==> src/clook_pkg.sv <==
// Shared types and constants of the C-LOOK disk scheduler.
package clook_pkg;

	localparam int CYL_W      = 16;
	localparam int SEEK_W     = 22;
	localparam int IN_DATA_W  = 32;
	localparam int OUT_DATA_W = 40;

	localparam logic [SEEK_W-1:0] SEEK_MAX = {SEEK_W{1'b1}};

	typedef enum logic {
		CMD_LOAD = 1'b0,
		CMD_RUN  = 1'b1
	} command_t;

	typedef struct packed {
		logic load;
		logic run_init;
		logic scan_init;
		logic scan_step;
		logic calc;
		logic emit;
		logic emit_empty;
	} dp_cmd_t;

	typedef struct packed {
		logic count_zero;
		logic scan_last;
		logic run_last;
		logic out_free;
	} dp_status_t;

endpackage

==> src/clook_disk_scheduler.sv <==
// Top level of the C-LOOK disk scheduler.
//
// Requests enter on the s_ channel. s_tuser is the command: load appends
// s_tdata[15:0] as a request cylinder (dropped once DEPTH requests are held);
// run takes s_tdata[31:16] as the start head and serves every held request in
// C-LOOK order: upward from the first request at or above the head, then a
// free jump to the lowest request and upward through the rest.
// Each served request leaves on the m_ channel with its cylinder and running
// seek total (saturating); m_tlast marks the final one of a run. A run with
// nothing held gives one result with m_tuser (none pending) set.
// With n held requests, each result comes from one scan of the store through
// its single read port, then a drain and a calc step before the emit; a run
// repeats this for every held request. An empty run emits its one result directly.
// Requests stay held after a run and are served again by the next one.
// Reset clears the request count and the output valid flag; store contents
// are not cleared, since only entries below the count are ever read.
// When the receiver stalls, the output register holds its result while the
// scan for the next one goes on; the block then waits before loading it.
module clook_disk_scheduler #(
	parameter int DEPTH    = 32,
	parameter int CYL_BITS = 16
) (
	input  logic                                 clk,
	input  logic                                 arst_n,
	input  logic                                 s_tvalid,
	output logic                                 s_tready,
	input  logic [clook_pkg::IN_DATA_W-1:0]      s_tdata,  // cylinder, start_head
	input  logic                                 s_tuser,  // command
	output logic                                 m_tvalid,
	input  logic                                 m_tready,
	output logic [clook_pkg::OUT_DATA_W-1:0]     m_tdata,  // served_cylinder, seek_total
	output logic                                 m_tuser,  // none_pending
	output logic                                 m_tlast   // last_served
);
	import clook_pkg::*;

	dp_cmd_t            cmd;
	dp_status_t         status;
	logic [CYL_W-1:0]   served_cylinder;
	logic [SEEK_W-1:0]  seek_total;

	// Sequence loads, scans and emits.
	clook_ctrl u_ctrl (
		.clk      (clk),
		.arst_n   (arst_n),
		.s_tvalid (s_tvalid),
		.command  (command_t'(s_tuser)),
		.s_tready (s_tready),
		.cmd      (cmd),
		.status   (status)
	);

	// Hold the store, pick the next request in order, advance the seek sum.
	clook_dp #(
		.DEPTH    (DEPTH),
		.CYL_BITS (CYL_BITS)
	) u_dp (
		.clk             (clk),
		.arst_n          (arst_n),
		.cmd             (cmd),
		.status          (status),
		.cylinder        (s_tdata[CYL_W-1:0]),
		.start_head      (s_tdata[2*CYL_W-1:CYL_W]),
		.served_cylinder (served_cylinder),
		.seek_total      (seek_total),
		.none_pending    (m_tuser),
		.last_served     (m_tlast),
		.out_valid       (m_tvalid),
		.out_ready       (m_tready)
	);

	// Pack the result, padding to whole bytes.
	assign m_tdata = {(OUT_DATA_W - CYL_W - SEEK_W)'(0), seek_total, served_cylinder};

endmodule

==> src/clook_ram.sv <==
// Generic simple dual-port RAM with registered read.
module clook_ram #(
	parameter int WIDTH = 16,
	parameter int DEPTH = 32
) (
	input  logic                     clk,
	input  logic                     we,
	input  logic [$clog2(DEPTH)-1:0] waddr,
	input  logic [WIDTH-1:0]         wdata,
	input  logic                     re,
	input  logic [$clog2(DEPTH)-1:0] raddr,
	output logic [WIDTH-1:0]         rdata
);
	logic [WIDTH-1:0] mem_q [DEPTH];

	always_ff @(posedge clk) begin
		if (we) begin
			mem_q[waddr] <= wdata;
		end
		if (re) begin
			rdata <= mem_q[raddr];
		end
	end

endmodule

==> src/clook_ctrl.sv <==
// Controller state machine of the C-LOOK disk scheduler.
module clook_ctrl (
	input  logic                   clk,
	input  logic                   arst_n,
	input  logic                   s_tvalid,
	input  clook_pkg::command_t    command,
	output logic                   s_tready,
	output clook_pkg::dp_cmd_t     cmd,
	input  clook_pkg::dp_status_t  status
);
	import clook_pkg::*;

	typedef enum logic [2:0] {
		ST_IDLE,
		ST_SCAN,
		ST_DRAIN,
		ST_CALC,
		ST_EMIT,
		ST_EMPTY
	} state_t;

	state_t state_q;

	always_comb begin
		cmd      = '0;
		s_tready = (state_q == ST_IDLE);
		unique case (state_q)
			ST_IDLE: begin
				if (s_tvalid) begin
					if (command == CMD_LOAD) begin
						cmd.load = 1'b1;
					end else if (!status.count_zero) begin
						cmd.run_init  = 1'b1;
						cmd.scan_init = 1'b1;
					end
				end
			end
			ST_SCAN: begin
				cmd.scan_step = 1'b1;
			end
			ST_DRAIN: begin
			end
			ST_CALC: begin
				cmd.calc = 1'b1;
			end
			ST_EMIT: begin
				if (status.out_free) begin
					cmd.emit      = 1'b1;
					cmd.scan_init = !status.run_last;
				end
			end
			ST_EMPTY: begin
				cmd.emit_empty = status.out_free;
			end
			default: begin
			end
		endcase
	end

	always_ff @(posedge clk or negedge arst_n) begin
		if (!arst_n) begin
			state_q <= ST_IDLE;
		end else begin
			unique case (state_q)
				ST_IDLE: begin
					if (s_tvalid && command == CMD_RUN) begin
						state_q <= status.count_zero ? ST_EMPTY : ST_SCAN;
					end
				end
				ST_SCAN: begin
					if (status.scan_last) begin
						state_q <= ST_DRAIN;
					end
				end
				ST_DRAIN: begin
					state_q <= ST_CALC;
				end
				ST_CALC: begin
					state_q <= ST_EMIT;
				end
				ST_EMIT: begin
					if (status.out_free) begin
						state_q <= status.run_last ? ST_IDLE : ST_SCAN;
					end
				end
				ST_EMPTY: begin
					if (status.out_free) begin
						state_q <= ST_IDLE;
					end
				end
				default: begin
					state_q <= ST_IDLE;
				end
			endcase
		end
	end

endmodule

==> src/clook_dp.sv <==
// Datapath of the C-LOOK disk scheduler: request store, selection scan, seek sum, output register.
module clook_dp #(
	parameter int DEPTH    = 32,
	parameter int CYL_BITS = 16
) (
	input  logic                                clk,
	input  logic                                arst_n,
	input  clook_pkg::dp_cmd_t                  cmd,
	output clook_pkg::dp_status_t               status,
	input  logic [clook_pkg::CYL_W-1:0]         cylinder,
	input  logic [clook_pkg::CYL_W-1:0]         start_head,
	output logic [clook_pkg::CYL_W-1:0]         served_cylinder,
	output logic [clook_pkg::SEEK_W-1:0]        seek_total,
	output logic                                none_pending,
	output logic                                last_served,
	output logic                                out_valid,
	input  logic                                out_ready
);
	import clook_pkg::*;

	localparam int IW = $clog2(DEPTH);
	localparam int CW = $clog2(DEPTH + 1);
	localparam int KW = 1 + CYL_W + IW;

	logic [CW-1:0]     count_q;
	logic [IW-1:0]     addr_q;
	logic              rd_pend_s1;
	logic [IW-1:0]     idx_s1;
	logic [CYL_W-1:0]  start_q;
	logic [CYL_W-1:0]  head_q;
	logic [SEEK_W-1:0] acc_q;
	logic [CW-1:0]     served_q;
	logic [KW-1:0]     prev_key_q;
	logic              prev_valid_q;
	logic              prev_low_q;
	logic [KW-1:0]     best_key_q;
	logic              best_valid_q;
	logic [CYL_W-1:0]  dist_q;
	logic              out_valid_q;

	logic [CYL_BITS-1:0] rdata;
	logic [CYL_W-1:0]    rd_val;
	logic [KW-1:0]       cand_key;
	logic                take;
	logic                store_we;
	logic                best_low;
	logic [CYL_W-1:0]    best_val;
	logic [SEEK_W:0]     seek_sum;
	logic [SEEK_W-1:0]   seek_next;

	clook_ram #(
		.WIDTH (CYL_BITS),
		.DEPTH (DEPTH)
	) u_store (
		.clk   (clk),
		.we    (store_we),
		.waddr (count_q[IW-1:0]),
		.wdata (CYL_BITS'(cylinder)),
		.re    (cmd.scan_step),
		.raddr (addr_q),
		.rdata (rdata)
	);

	assign store_we = cmd.load && (count_q < CW'(DEPTH));

	// Order key: requests below the start head go after the upward sweep;
	// the index breaks ties between equal cylinders.
	assign rd_val   = CYL_W'(rdata);
	assign cand_key = {rd_val < start_q, rd_val, idx_s1};
	assign take     = rd_pend_s1
		&& (!prev_valid_q || cand_key > prev_key_q)
		&& (!best_valid_q || cand_key < best_key_q);

	assign best_low = best_key_q[KW-1];
	assign best_val = best_key_q[IW +: CYL_W];

	assign seek_sum  = {1'b0, acc_q} + (SEEK_W + 1)'(dist_q);
	assign seek_next = (seek_sum > {1'b0, SEEK_MAX}) ? SEEK_MAX : seek_sum[SEEK_W-1:0];

	assign status.count_zero = (count_q == '0);
	assign status.scan_last  = (CW'(addr_q) == count_q - CW'(1));
	assign status.run_last   = (served_q + CW'(1) == count_q);
	assign status.out_free   = !out_valid_q || out_ready;

	assign out_valid = out_valid_q;

	always_ff @(posedge clk or negedge arst_n) begin
		if (!arst_n) begin
			count_q      <= '0;
			addr_q       <= '0;
			rd_pend_s1   <= 1'b0;
			served_q     <= '0;
			prev_valid_q <= 1'b0;
			best_valid_q <= 1'b0;
			out_valid_q  <= 1'b0;
		end else begin
			if (store_we) begin
				count_q <= count_q + CW'(1);
			end
			rd_pend_s1 <= cmd.scan_step;
			if (cmd.scan_init) begin
				addr_q       <= '0;
				best_valid_q <= 1'b0;
			end else if (cmd.scan_step) begin
				addr_q <= addr_q + IW'(1);
			end
			if (take) begin
				best_valid_q <= 1'b1;
			end
			if (cmd.run_init) begin
				served_q     <= '0;
				prev_valid_q <= 1'b0;
			end else if (cmd.emit) begin
				served_q     <= served_q + CW'(1);
				prev_valid_q <= 1'b1;
			end
			if (cmd.emit || cmd.emit_empty) begin
				out_valid_q <= 1'b1;
			end else if (out_ready) begin
				out_valid_q <= 1'b0;
			end
		end
	end

	always_ff @(posedge clk) begin
		idx_s1 <= addr_q;
		if (take) begin
			best_key_q <= cand_key;
		end
		if (cmd.run_init) begin
			start_q    <= start_head;
			head_q     <= start_head;
			acc_q      <= '0;
			prev_low_q <= 1'b0;
		end else if (cmd.emit) begin
			head_q     <= best_val;
			acc_q      <= seek_next;
			prev_low_q <= best_low;
			prev_key_q <= best_key_q;
		end
		// The jump back to the lowest request adds no distance.
		if (cmd.calc) begin
			if (best_low && !prev_low_q) begin
				dist_q <= '0;
			end else if (best_val >= head_q) begin
				dist_q <= best_val - head_q;
			end else begin
				dist_q <= head_q - best_val;
			end
		end
		if (cmd.emit) begin
			served_cylinder <= best_val;
			seek_total      <= seek_next;
			none_pending    <= 1'b0;
			last_served     <= status.run_last;
		end else if (cmd.emit_empty) begin
			served_cylinder <= '0;
			seek_total      <= '0;
			none_pending    <= 1'b1;
			last_served     <= 1'b1;
		end
	end

`ifndef SYNTHESIS
	a_emit_has_pick: assert property (@(posedge clk) disable iff (!arst_n)
		cmd.emit |-> best_valid_q)
		else $error("emit without a selected request");
	a_emit_ascends: assert property (@(posedge clk) disable iff (!arst_n)
		(cmd.emit && prev_valid_q) |-> (best_key_q > prev_key_q))
		else $error("service order key did not advance");
	a_served_bound: assert property (@(posedge clk) disable iff (!arst_n)
		served_q <= count_q)
		else $error("more requests served than loaded");
	a_count_bound: assert property (@(posedge clk) disable iff (!arst_n)
		count_q <= CW'(DEPTH))
		else $error("request count beyond store depth");
`endif

endmodule

==> config.mk <==
export PLATFORM = sky130hd
export DESIGN_NAME = clook_disk_scheduler
export DESIGN_NICKNAME = d
export VERILOG_FILES = /design/src/clook_pkg.sv /design/src/clook_disk_scheduler.sv /design/src/clook_ram.sv /design/src/clook_ctrl.sv /design/src/clook_dp.sv
export SDC_FILE = /design/constraint.sdc
export NUM_CORES = 1
export LEC_CHECK = 0
export BUFFER_PORTS_ARGS = -buffer_cell sky130_fd_sc_hd__buf_2
export CAP_MARGIN = 20
export CORE_ASPECT_RATIO = 1.4
export CORE_MARGIN = 2
export CORE_UTILIZATION = 40
export DETAILED_ROUTE_END_ITERATION = 10
export HOLD_SLACK_MARGIN = 0.15
export SLEW_MARGIN = 20
export SYNTH_ARGS = -nofsm -noshare
export SYNTH_HDL_FRONTEND = slang
export SYNTH_SLANG_ARGS = --single-unit
==> constraint.sdc <==
create_clock -name clk -period 5.6 [get_ports clk]
set_input_delay 0.28 -clock clk [delete_from_list [all_inputs] [get_ports clk]]
set_output_delay 0.28 -clock clk [all_outputs]
set_load 0.02 [all_outputs]
# Yosys cells after proc, flatten, opt, wreduce, memory -nomap -nowiden
# Memory sizes are Yosys's and may differ from the RTL's. A register that Yosys moved wholly into a read port is not among the register bits.
# Cells that the tools add are included.
# word_totals
register_bits	184
latch_bits	0
ram_bits	512
romBits	0
input_bits	37
output_inout_bits	44
elab_cells	110
mem_count	1
# mem_list
memory	words	word_bits	read_ports	rd_ports_with_merged_regs	wr	line_no	source
u_dp.u_store.mem_q	32	16	1	1	1	clook_ram.sv:14	logic [WIDTH-1:0] mem_q [DEPTH];
# classes
addsub	7
n_mul	0
n_div	0
magnitude_cmp	6
n_eq_ne	11
shifts	0
mux	41
bitwise_logic	1
reduce_logical	23
# op_table
op	count
16-bit 2-to-1 mux	5
22-bit 2-to-1 mux	3
16-bit subtractor	2
22-bit by 16-bit adder with 23-bit output	1
23-bit by 22-bit greater-than comparator with 1-bit output, second input constant	1
22-bit greater-than comparator	1
22-bit less-than comparator	1
1-bit 2-to-1 mux	18
3-bit 2-to-1 mux	6
3-bit case mux with 6 select lines	1
16-bit >= comparator	1
16-bit less-than comparator	1
6-bit by 1-bit adder with 6-bit output, second input constant	2
6-bit 2-to-1 mux	2
5-bit 2-to-1 mux	2
2-bit nonzero test	5
3-bit by 2-bit == test with 1-bit output, second input constant	2
3-bit == test, second input constant	2
5-bit by 6-bit == test with 1-bit output	1
6-bit == test	1
6-bit logical NOT	1
6-bit less-than comparator, second input constant	1
2-bit 2-to-1 mux	3
2-bit by 1-bit inequality test with 1-bit output, second input constant	3
other kinds (12)	23

# Logic depth before layout (Yosys ltp)
# Gate-level depths: netlist of run 1.
# depth
depth_word	8
mapped_depth	18

# Modules after synthesis
# A second synthesis of run 1 with hierarchy kept.
# hier_totals
cells_unflattened	2194
area_unflattened_um2	31445.2
# modules_own_cells
module	n_inst	cells_each	area_per_inst_um2
clook_ram	1	1143	20696.1
clook_dp	1	1015	10450.0
clook_ctrl	1	33	280.3
clook_disk_scheduler	1	3	18.8

# Worst setup path before layout of run 1
# OpenSTA, ideal clock, no wires.
# synth_path
kind	flip-flop to flip-flop
from	register u_ctrl.state_q[1]
to	register u_dp.seek_total[19] (netlist bit), data pin
setup_time_ps	154
t_arrival_ps	3978
slack_ps	1468
path_stages_with_launch	9
n_path_buf	2
period_less_slack_ps	4132
cell_sequence	dfrtp_1 > clkbuf_1 > nand2b_1 > nor2_1 > nand2_1 > inv_1 > clkbuf_1 > o21ai_0 > a31oi_1
# synth_via
elab_chain_len	3
# synth_rtl
element	line_no	source
start: declaration	clook_ctrl.sv:22	state_t state_q;
start signal: assignment	clook_ctrl.sv:67	state_q <= status.count_zero ? ST_EMPTY : ST_SCAN;
start signal: assignment	clook_ctrl.sv:83	state_q <= status.run_last ? ST_IDLE : ST_SCAN;
3-bit == test	clook_ctrl.sv:27	unique case (state_q)
1-bit 2-to-1 mux	clook_ctrl.sv:27	
22-bit 2-to-1 mux	clook_dp.sv:151	if (cmd.emit) begin
end signal: assignment	clook_dp.sv:153	seek_total <= seek_next;
end: declaration	clook_dp.sv:13	output logic [clook_pkg::SEEK_W-1:0] seek_total,
# Every way passes these cells.
# A chain may end at the register's enable or synchronous reset.

# Worst setup path in the final report of run 1
# layout_path
from	register u_dp.u_store.rdata[1], read port of u_dp.u_store.mem_q
to	register u_dp.best_key_q[4], enable pin
# layout_via
elab_chain_len	5
# layout_rtl
element	line_no	source
start: declaration	clook_ram.sv:12	output logic [WIDTH-1:0] rdata
16-bit less-than comparator *	clook_dp.sv:69	assign cand_key = {rd_val < start_q, rd_val, idx_s1};
via u_dp.cand_key[21]	clook_dp.sv:43	logic [KW-1:0] cand_key;
22-bit greater-than comparator	clook_dp.sv:71	&& (!prev_valid_q || cand_key > prev_key_q)
1-bit logical OR	clook_dp.sv:71	
1-bit logical AND	clook_dp.sv:71	
1-bit logical AND *	clook_dp.sv:72	&& (!best_valid_q || cand_key < best_key_q);
via u_dp.take	clook_dp.sv:44	logic take;
end signal: assignment	clook_dp.sv:128	best_key_q <= cand_key;
end: declaration	clook_dp.sv:36	logic [KW-1:0] best_key_q;
# Mark *: on every way through the listed nets, which the timed path passes. The rest lies on a longest branch.

==> results of run 1 <==
[synth_stat cells, types with 20 or more instances]
master	n	area share, %
edfxtp_1	659	64
mux4_2	160	12
nor2_1	122	1.5
ha_1	111	4.5
inv_1	97	1.2
a21oi_1	69	1.1
nand2_1	63	0.77
o21ai_0	60	0.98
a21o_1	57	1.4
clkbuf_1	43	0.52
dfxtp_1	29	1.9
xnor2_1	29	0.82
dfrtp_1	24	2.0
nor3_1	23	0.37
nand3_1	21	0.34
nand4_1	21	0.43
buf_1	20	0.24
xor2_1	20	0.57
[per-layer routing]
metal,share of wire (%),up-vias
met5,0,-
met4,3.3,0
met3,3.8,136
met2,54,438
met1,39,8436
li1,-,7432
[repair_timing]
| action | 4_1_cts | 5_1_grt |
|---|---|---|
| hold buffers | 25 | 0 |
| resized for setup | 0 | 0 |
| endpoints found under the hold margin | 132 | 0 |
[kinds of logic after synthesis]
group / Yosys count
xor gates and xnor gates: 49
other: 1
AOI/OAI and AO/OA: 268
adders and majority gates: 114
DFF: 712
buffers and inverters: 175
muxes: 187
and+or+nand+nor: 313
[how the worst min path moves through the flow]
| stage | cells after the start | slack, ps | endpoint |
|---|---|---|---|
| floorplan | 0 | -20 | u_ctrl.state_q[0] |
| global placement | 1 | 330 | u_dp.prev_valid_q |
| detailed placement | 1 | 340 | u_dp.prev_valid_q |
| CTS | 1 | 150 | u_dp.u_store.mem_q[0][7] |
| global route | 1 | 190 | u_dp.u_store.mem_q[1][6] |
| finish | 1 | 180 | u_dp.u_store.mem_q[24][8] |
[worst register-to-register path, delay by kind of cell, from the launching register on]
kind / cells / cell delay, ps
AO/OA/AOI/OAI: 9 / 1660
adder cells (fa/ha/maj): 2 / 530
buffers and inverters: 1 / 330
flip-flops: 1 / 440
AND/OR/NAND/NOR: 4 / 990
[layout make-up]
cell class                      count  area share, %
Clock inverter                     38         0.9230
Inverter                           97          1.041
Tap cell                          976          3.492
Sequential cell                   712          59.99
Clock buffer                       96          5.560
Multi-Input combinational cell    933          26.06
Timing Repair Buffer              151          2.934
[registers in the layout, summed over array words and instances (netlist names), 3 cells and up]
signal / cells
u_ctrl.state_q: 3
u_dp.acc_q: 22
u_dp.addr_q: 5
u_dp.best_key_q: 22
u_dp.count_q: 6
u_dp.dist_q: 16
u_dp.head_q: 16
u_dp.idx_s1: 5
u_dp.prev_key_q: 22
u_dp.seek_total: 22
u_dp.served_cylinder: 16
u_dp.served_q: 6
u_dp.start_q: 16
u_dp.u_store.mem_q: 512
u_dp.u_store.rdata: 16
[metrics by stage]
step	hold WS (ps)	worst slack, ps	instance area (um2)	power [mW]
floorplan	-15.59	1468	30800	11.53
global placement	328.6	1360	32450	13.41
detailed placement	337.5	1284	32450	13.47
CTS	150.4	1265	34970	18.21
global route	190.9	1018	34970	18.96
finish	180.9	1343	34970	17.99
[where the power goes]
group	internal [mW]	total (mW)	leakage (nW)	switching (mW)
clock network	2.65	4.69	1.11	2.04
logic	2.73	6.23	4.77	3.51
registers	6.51	7.06	6.51	0.557
total	11.9	18.0	12.4	6.10
==> flow_summary.ini, run 1 <==
[sta]
grt_setup_unrepaired = no
max_slew.worst_pin.slew_ps = 880.2
final-max-slew-violation-count = 0
maxClockFrequency_mhz = 234.9
hold_viol = 0
clock_skew_after_layout_ps = 20.38
slew_headroom_pct = 41.32
period_needed_ps = 4257
tcrit_tclk_final_pct = 76.03
tns_ps = 0
report.final.setup_viol = 0

[clocking]
worstSkewPairLatency_ps = 620
h-tree-depth = 3
ctsRootBufferMaster = clkbuf_16
cts-buffers-inserted = 73
clk_pin_slew_worst_paths_ps = 60
tritoncts = done
tritoncts_num_sinks = 712
post_cts_buffers = 0
clk_path_buf_depth = 3

[yosys]
synth-simple-area-share_pct = 4.830
area_of_the_mapped_netlist_um2 = 30800
synth_xor_xnor_area_share_pct = 1.393
synth_area_in_compound_gates_pct = 5.931
synth-edff-count = 659
ys_ff_latch = 712
synthDistinctLibCells = 85
async_sr_flop_fraction_pct = 3.371
synth_sequential_area_ratio_pct = 68.09
postSynthCellCount = 1819
flip_flop_cell_with_the_highest_count_after_synthesis = edfxtp_1
largest_family_of_logic_cells_by_synthesized_area = multiplexers
synth.yosys.warnings = 0
postSynthAreaPerCell_um2 = 16.93
post_synth_fa_ha_maj_area_fraction_pct = 4.704
synth_mux_area_share_pct = 12.66

[grt]
grt_busiest_layer = met2
grt_antenna_before_repair = 2
grt_start_max_net_pins = 89
via_count_of_the_first_global_routing_pass = 17497
groute.layer.met1.usage_pct = 21.92
gr-usage-met3_pct = 2.078
groute.layer.met2.usage_pct = 34.37
overflow = 0
grt_first_pass_wirelength_mm = 109.4
gr-usage-all-layers_pct = 18.57

[critical_path]
critPathTopFamily = compound AO/OA/AOI/OAI gates
worstSetupStartpointType = flop
critical_path.startpoint = u_dp.u_store.rdata[1]
timing.reg2reg.worst_path_depth = 16
criticalPathCategory = flop to flop
critical_path_buf_inv_count = 1
setup.worst_path.end_class = flop
critical_path.reg2reg.endpoint = u_dp.best_key_q[4]
critPathRequiredTime_ps = 5910
critPathMaxFanout = 15
timing.reg2reg.setup_slack_ps = 1340
library_cell_contributing_the_largest_single_delay_on_the_critical_path = and3_1
crit_top_cell = a21o_1
slowest_delay_ps = 680
endpoint = u_dp.best_key_q[4]
crit-reg2reg-launch = u_dp.u_store.rdata[1]
path_cells = ha_1 > a21o_1 > a21o_1 > a21o_1 > a21oi_1 > nor2b_1 > o21ai_0 > a211oi_1 > o22ai_1 > ha_1 > nand4_1 > o2111ai_1 > a21oi_1 > nor2_1 > and3_1 > buf_4
number_of_cells_on_the_critical_path = 16
crit_arrival_ps = 4560

[cells_and_area]
multi_input_gate_area_in_the_final_layout_um2 = 9114
antenna_cells = 0
most_used_cells_in_the_layout_excluding_fill_and_tap_cells = edfxtp_1, mux4_2, nor2_1
final-seq-area_um2 = 20980
final.fill_count = 6496
utilization_pct = 45.76
stdcell_count = 3003
final_common_cell = edfxtp_1
finish.net_count = 2119
final_layout_size_suffix_gt1_share_pct = 21.95
area.growth.synth_to_final_pct = 13.55

[worst_hold_path]
hold_path.class = input port to flop
hold_path.startpoint = s_tdata[8]

[detailed_routing]
number_of_iterations_in_the_first_detailed_routing_pass = 5
postRouteAntennaNets = 0
vias_after_detailed_routing = 16442
routedWlPerCell_um = 24.09
route.detailed.vias_per_inst = 5.475
remaining_drc_errors = 0
drtIter0Drc = 1222
routed_wl_mm = 72.35

[floorplanning]
std_cell_rows = 120
die_height_um = 332.3
boundaryPins = 81
fp.dieW_um = 238.5
starting_density_pct = 40.30
floorplan.die_area_um2 = 79260
placeableCoreArea_um2 = 76420

[power_and_ir_drop]
power_per_cell_area_nw_per_um2 = 514.4
vdd.ir_drop.worst_uv = 253.9
leakagePower_nw = 12.39

[placement]
port-buffer-count = 78
gp_congestion = 0.9291
post-place-cells = 2844
dp_hpwl_mm = 46.92

[status]
outcome = finished clean

[flow_run]
maxCapViolations = 0
(Power assumes the default switching activity.)
==> inputs of run 2 (changes only) <==
- clock period: 5.6 -> 4 ns (I/O delays scaled with it)
==> run 2 against run 1 <==
  * Cell count is 0.80% higher
  * Largest cell class unchanged
  * Flip-flop and latch count unchanged
  * Sequential power grew 40%
  * Combinational power up 45%
  * Largest power group unchanged
==> flow_summary.ini, run 2 (same netlist as run 1, synthesis figures left out) <==
[sta]
slew_headroom_pct = 47.20
final-max-slew-violation-count = 0
max_slew.worst_pin.slew_ps = 792.0
clock_skew_after_layout_ps = 24.15
tns_ps = 0
period_needed_ps = 3774
report.final.setup_viol = 0
hold_viol = 0
tcrit_tclk_final_pct = 94.36
maxClockFrequency_mhz = 264.9
post-route-worst-setup-slack_ps = 225.6
grt_setup_unrepaired = no

[clocking]
ctsRootBufferMaster = clkbuf_16
tritoncts_num_sinks = 712
post_cts_buffers = 0
cts-buffers-inserted = 72
clk_pin_slew_worst_paths_ps = 60
worstSkewPairLatency_ps = 610
ctsResizeCount = 0
h-tree-depth = 3
clk_path_buf_depth = 3
tritoncts = done

[worst_hold_path]
hold_path.class = input port to asynchronous set/reset pin

[placement]
port-buffer-count = 78
dp_hpwl_mm = 48.67
placed_area_um2 = 32750
gp_congestion = 0.9359
dpl_worst_slack_ps = 271.2
post-place-cells = 2862

[critical_path]
criticalPathCategory = flop to flop
worstSetupStartpointType = flop
library_cell_contributing_the_largest_single_delay_on_the_critical_path = a211oi_2
slowest_delay_ps = 550
critPathMaxFanout = 8
critPathRequiredTime_ps = 4360
path_cells = inv_1 > ha_1 > fa_1 > and2b_4 > o31ai_4 > o2bb2ai_2 > a211oi_2 > nor2_2 > a31oi_2 > a221oi_2 > o31ai_1 > mux2_1
setup.worst_path.end_class = flop
crit_arrival_ps = 4140

[power_and_ir_drop]
power_per_cell_area_nw_per_um2 = 724.0
power.share.sequential_pct = 38.5
vdd.ir_drop.worst_uv = 416.6
combinationalPowerShare_pct = 35.1
netSwitchingPower_mw = 8.618
leakagePower_nw = 12.59
internal_power_mw = 17.06
power.total_mw = 25.68
power.switching_fraction_pct = 33.56
power_frac_clock_pct = 26.3

[cells_and_area]
area.growth.synth_to_final_pct = 15.18
finish.net_count = 2148
antenna_cells = 0
final_layout_size_suffix_gt1_share_pct = 24.28
max_ffs_per_register = 512
final.fill_count = 6521
stdcell_count = 3027
most_used_cells_in_the_layout_excluding_fill_and_tap_cells = edfxtp_1, mux4_2, ha_1
regMostFlops = u_dp.u_store.mem_q
final_cell_area_um2 = 35470
final_common_cell = edfxtp_1

[grt]
grt_first_pass_wirelength_mm = 112.6
grt_start_max_net_pins = 55
overflow = 0
groute.layer.met1.usage_pct = 22.48
grt_busiest_layer = met2
gr-usage-met3_pct = 2.626
groute.layer.met2.usage_pct = 35.73
grt_antenna_before_repair = 0
via_count_of_the_first_global_routing_pass = 17791
gr-usage-all-layers_pct = 19.18

[floorplanning]
boundaryPins = 81
fp.dieW_um = 238.5
starting_density_pct = 40.30
std_cell_rows = 120
placeableCoreArea_um2 = 76420
floorplan.die_area_um2 = 79260
die_height_um = 332.3

[flow_run]
maxCapViolations = 0

[detailed_routing]
route.detailed.vias_per_inst = 5.486
routedWlPerCell_um = 24.51
routed_wl_mm = 74.20
remaining_drc_errors = 0
postRouteAntennaNets = 0
number_of_iterations_in_the_first_detailed_routing_pass = 5
vias_after_detailed_routing = 16605
drtIter0Drc = 1243

[status]
outcome = finished clean
==> run 2: worst paths after layout <==
path / from / to / slack (ps) / depth (start not counted)
setup / recovery: u_dp.best_key_q[5] / u_dp.dist_q[15] / 230 / 12
hold / removal: arst_n / u_dp.rd_pend_s1 / 240 / 2
setup reg to reg: u_dp.best_key_q[5] / u_dp.dist_q[15] / 230 / 12
hold reg to reg: u_dp.idx_s1[0] / u_dp.best_key_q[0] / 460 / 0
max in group asynchronous: arst_n / u_dp.addr_q[1] / 3270 / 2
min in group clk: s_tdata[31] / u_dp.start_q[15] / 370 / 2
==> run 2: power by group through the flow <==
stage / combinational [mW] / sequential [mW] / clock [mW]
floorplan: 6.51 / 9.62 / 0
global route: 9.86 / 10.0 / 7.21
global placement: 9.00 / 10.0 / 0
finish: 9.02 / 9.90 / 6.77
CTS: 9.14 / 9.91 / 6.94
detailed placement: 9.05 / 10.1 / 0
==> run 2: metrics by stage <==
stage	hold WS (ps)	util, %
floorplan	-95.59	-
global placement	267.8	42.85
detailed placement	258.8	42.85
CTS	200.5	46.42
global route	269.2	46.42
finish	238.9	46.42
==> run 2: layout make-up <==
| class | count | area (um2) | area share (%) |
|---|---|---|---|
| sequential | 712 | 20980 | 59.14 |
| multi-input combinational | 933 | 9194 | 25.92 |
| clock buffer | 91 | 1957 | 5.517 |
| timing repair buffer | 181 | 1356 | 3.823 |
| tap | 976 | 1221 | 3.443 |
| clock inverter | 37 | 400.4 | 1.129 |
| inverter | 97 | 364.1 | 1.026 |
==> run 2: worst max-delay path: cells and delay by family (launching register included) <==
family | cells | cell delay (ps)
flip-flops | 1 | 380
AO/OA/AOI/OAI | 6 | 1560
adder cells (fa/ha/maj) | 2 | 630
buffers and inverters | 1 | 110
AND/OR/NAND/NOR | 2 | 490
multiplexers | 1 | 350
==> run 2: timing repair <==
action | CTS | global route
endpoints found under the hold margin | 580 | 0
hold buffers | 37 | 0
endpoints found under the setup margin | 0 | 0
==> run 2: metal layers <==
layer	routed length, um	vias to the layer above
li1	-	7472
met1	28390	8604
met2	40760	407
met3	2911	122
met4	2137	0
met5	0	-
==> inputs of run 3 (changes only) <==
- REMOVE_ABC_BUFFERS: unset -> 1
==> run 3 against run 2 <==
  * Utilization fell by 0.082 points
  * Critical path depth did not move
  * Hold slack improved by 100 ps
  * Sequential share of layout area rose by 0.10 points
  * Setup slack improved by 17 ps
  * Die area did not move
  * Critical path type unchanged
==> flow_summary.ini, run 3 (same netlist as run 1, synthesis figures left out) <==
[detailed_routing]
route.detailed.vias_per_inst = 5.408
routed_wl_mm = 72.45
routedWlPerCell_um = 23.89
drtIter0Drc = 1040
remaining_drc_errors = 0
number_of_iterations_in_the_first_detailed_routing_pass = 5
vias_after_detailed_routing = 16403
postRouteAntennaNets = 0

[power_and_ir_drop]
power_frac_clock_pct = 26.0
internal_power_mw = 16.74
vdd.ir_drop.worst_uv = 432.2
power.switching_fraction_pct = 33.37
power.share.sequential_pct = 39.1
combinationalPowerShare_pct = 34.9
leakagePower_nw = 12.57
power_per_cell_area_nw_per_um2 = 709.6
netSwitchingPower_mw = 8.385

[grt]
via_count_of_the_first_global_routing_pass = 17704
gr-usage-all-layers_pct = 18.63
grt_antenna_before_repair = 1
grt_first_pass_wirelength_mm = 109.9
grt_start_max_net_pins = 58
overflow = 0

[clocking]
cts-buffers-inserted = 73
tritoncts_num_sinks = 712
clk_pin_slew_worst_paths_ps = 60
clk_path_buf_depth = 3
h-tree-depth = 3
tritoncts = done
ctsRootBufferMaster = clkbuf_16
post_cts_buffers = 0
worstSkewPairLatency_ps = 630

[sta]
maxClockFrequency_mhz = 266.1
slew_headroom_pct = 44.50
period_needed_ps = 3758
tns_ps = 0
report.final.setup_viol = 0
max_slew.worst_pin.slew_ps = 832.5
clock_skew_after_layout_ps = 33.57
grt_setup_unrepaired = no
final-max-slew-violation-count = 0
hold_viol = 0
tcrit_tclk_final_pct = 93.95

[cells_and_area]
area.growth.synth_to_final_pct = 14.97
finish.net_count = 2148
most_used_cells_in_the_layout_excluding_fill_and_tap_cells = edfxtp_1, mux4_2, ha_1
max_ffs_per_register = 512
final_layout_size_suffix_gt1_share_pct = 24.16
regMostFlops = u_dp.u_store.mem_q
utilization_pct = 46.33
final_common_cell = edfxtp_1
antenna_cells = 0
stdcell_count = 3033

[critical_path]
path_cells = inv_1 > ha_1 > fa_1 > and2b_4 > o31ai_4 > o2bb2ai_2 > a211oi_2 > nor2_2 > a31oi_2 > a221oi_2 > o31ai_1 > mux2_1
critPathMaxFanout = 8
slowest_delay_ps = 550
setup.worst_path.end_class = flop
worstSetupStartpointType = flop
critPathRequiredTime_ps = 4360
criticalPathCategory = flop to flop
library_cell_contributing_the_largest_single_delay_on_the_critical_path = a211oi_2
crit_arrival_ps = 4120

[floorplanning]
placeableCoreArea_um2 = 76420
fp.dieW_um = 238.5
boundaryPins = 81
floorplan.die_area_um2 = 79260
starting_density_pct = 40.30
std_cell_rows = 120
die_height_um = 332.3

[placement]
port-buffer-count = 78
gp_congestion = 0.8899
post-place-cells = 2859
dp_hpwl_mm = 47.93

[flow_run]
maxCapViolations = 0

[worst_hold_path]
hold_path.class = input port to flop

[status]
outcome = finished clean
-- run 3: final timing paths --
kind,startpoint,to,slack [ps],cells past startpoint
max in group asynchronous,arst_n,u_dp.addr_q[1],3230,4
hold reg to reg,u_dp.idx_s1[0],u_dp.best_key_q[0],460,0
setup reg to reg,u_dp.best_key_q[5],u_dp.dist_q[15],240,12
setup / recovery,u_dp.best_key_q[5],u_dp.dist_q[15],240,12
hold / removal,s_tdata[16],u_dp.start_q[0],340,2
min in group asynchronous,arst_n,u_dp.served_q[0],600,4
-- run 3: final cells by class --
cell class | count | area (um2)
Clock inverter | 47 | 375.4
Clock buffer | 88 | 1913
Timing Repair Buffer | 180 | 1364
Multi-Input combinational cell | 933 | 9193
Tap cell | 976 | 1221
Sequential cell | 712 | 20980
Fill cell | 6447 | 41010
Inverter | 97 | 364.1
-- run 3: repair_timing --
action,CTS,global route
hold endpoints to repair,576,0
gates resized for setup,0,1
setup endpoints to repair,0,21
hold buffers,39,0
-- run 3: per-stage QoR --
stage	setup WS, ps	instance area [um2]	hold slack [ps]	power, mW
3_3_place_gp	156.7	32720	225.9	18.71
6_report	242.1	35410	338.9	25.13
5_1_grt	44.64	35410	353.4	26.53
4_1_cts	135.6	35400	330.3	25.41
2_1_floorplan	-2665	30430	-95.59	16.11
3_5_place_dp	162.5	32720	227.4	18.77
-- run 3: layer usage --
| layer | part of all wire, % | vias up | GRT usage, % |
|---|---|---|---|
| li1 | - | 7488 | - |
| met1 | 39 | 8471 | 21.52 |
| met2 | 55 | 328 | 35.22 |
| met3 | 3.0 | 114 | 2.311 |
| met4 | 2.8 | 2 | 6.383 |
| met5 | 0.018 | - | 0 |
-- run 3: worst max-delay path: cells and delay by family (launching register included) --
| kind | cells | cell delay, ps |
|---|---|---|
| AND/OR/NAND/NOR | 2 | 430 |
| flip-flops | 1 | 390 |
| multiplexers | 1 | 350 |
| adder cells (fa/ha/maj) | 2 | 640 |
| AO/OA/AOI/OAI | 6 | 1560 |
| buffers and inverters | 1 | 120 |
-- run 3: power groups by stage --
stage          clock network (mW)  registers [mW]  logic [mW]
3_5_place_dp                    0            9.99        8.79
3_3_place_gp                    0            9.95        8.75
6_report                     6.54            9.82        8.76
2_1_floorplan                   0            10.2        5.92
5_1_grt                      6.99            9.92        9.62
4_1_cts                      6.71            9.83        8.87
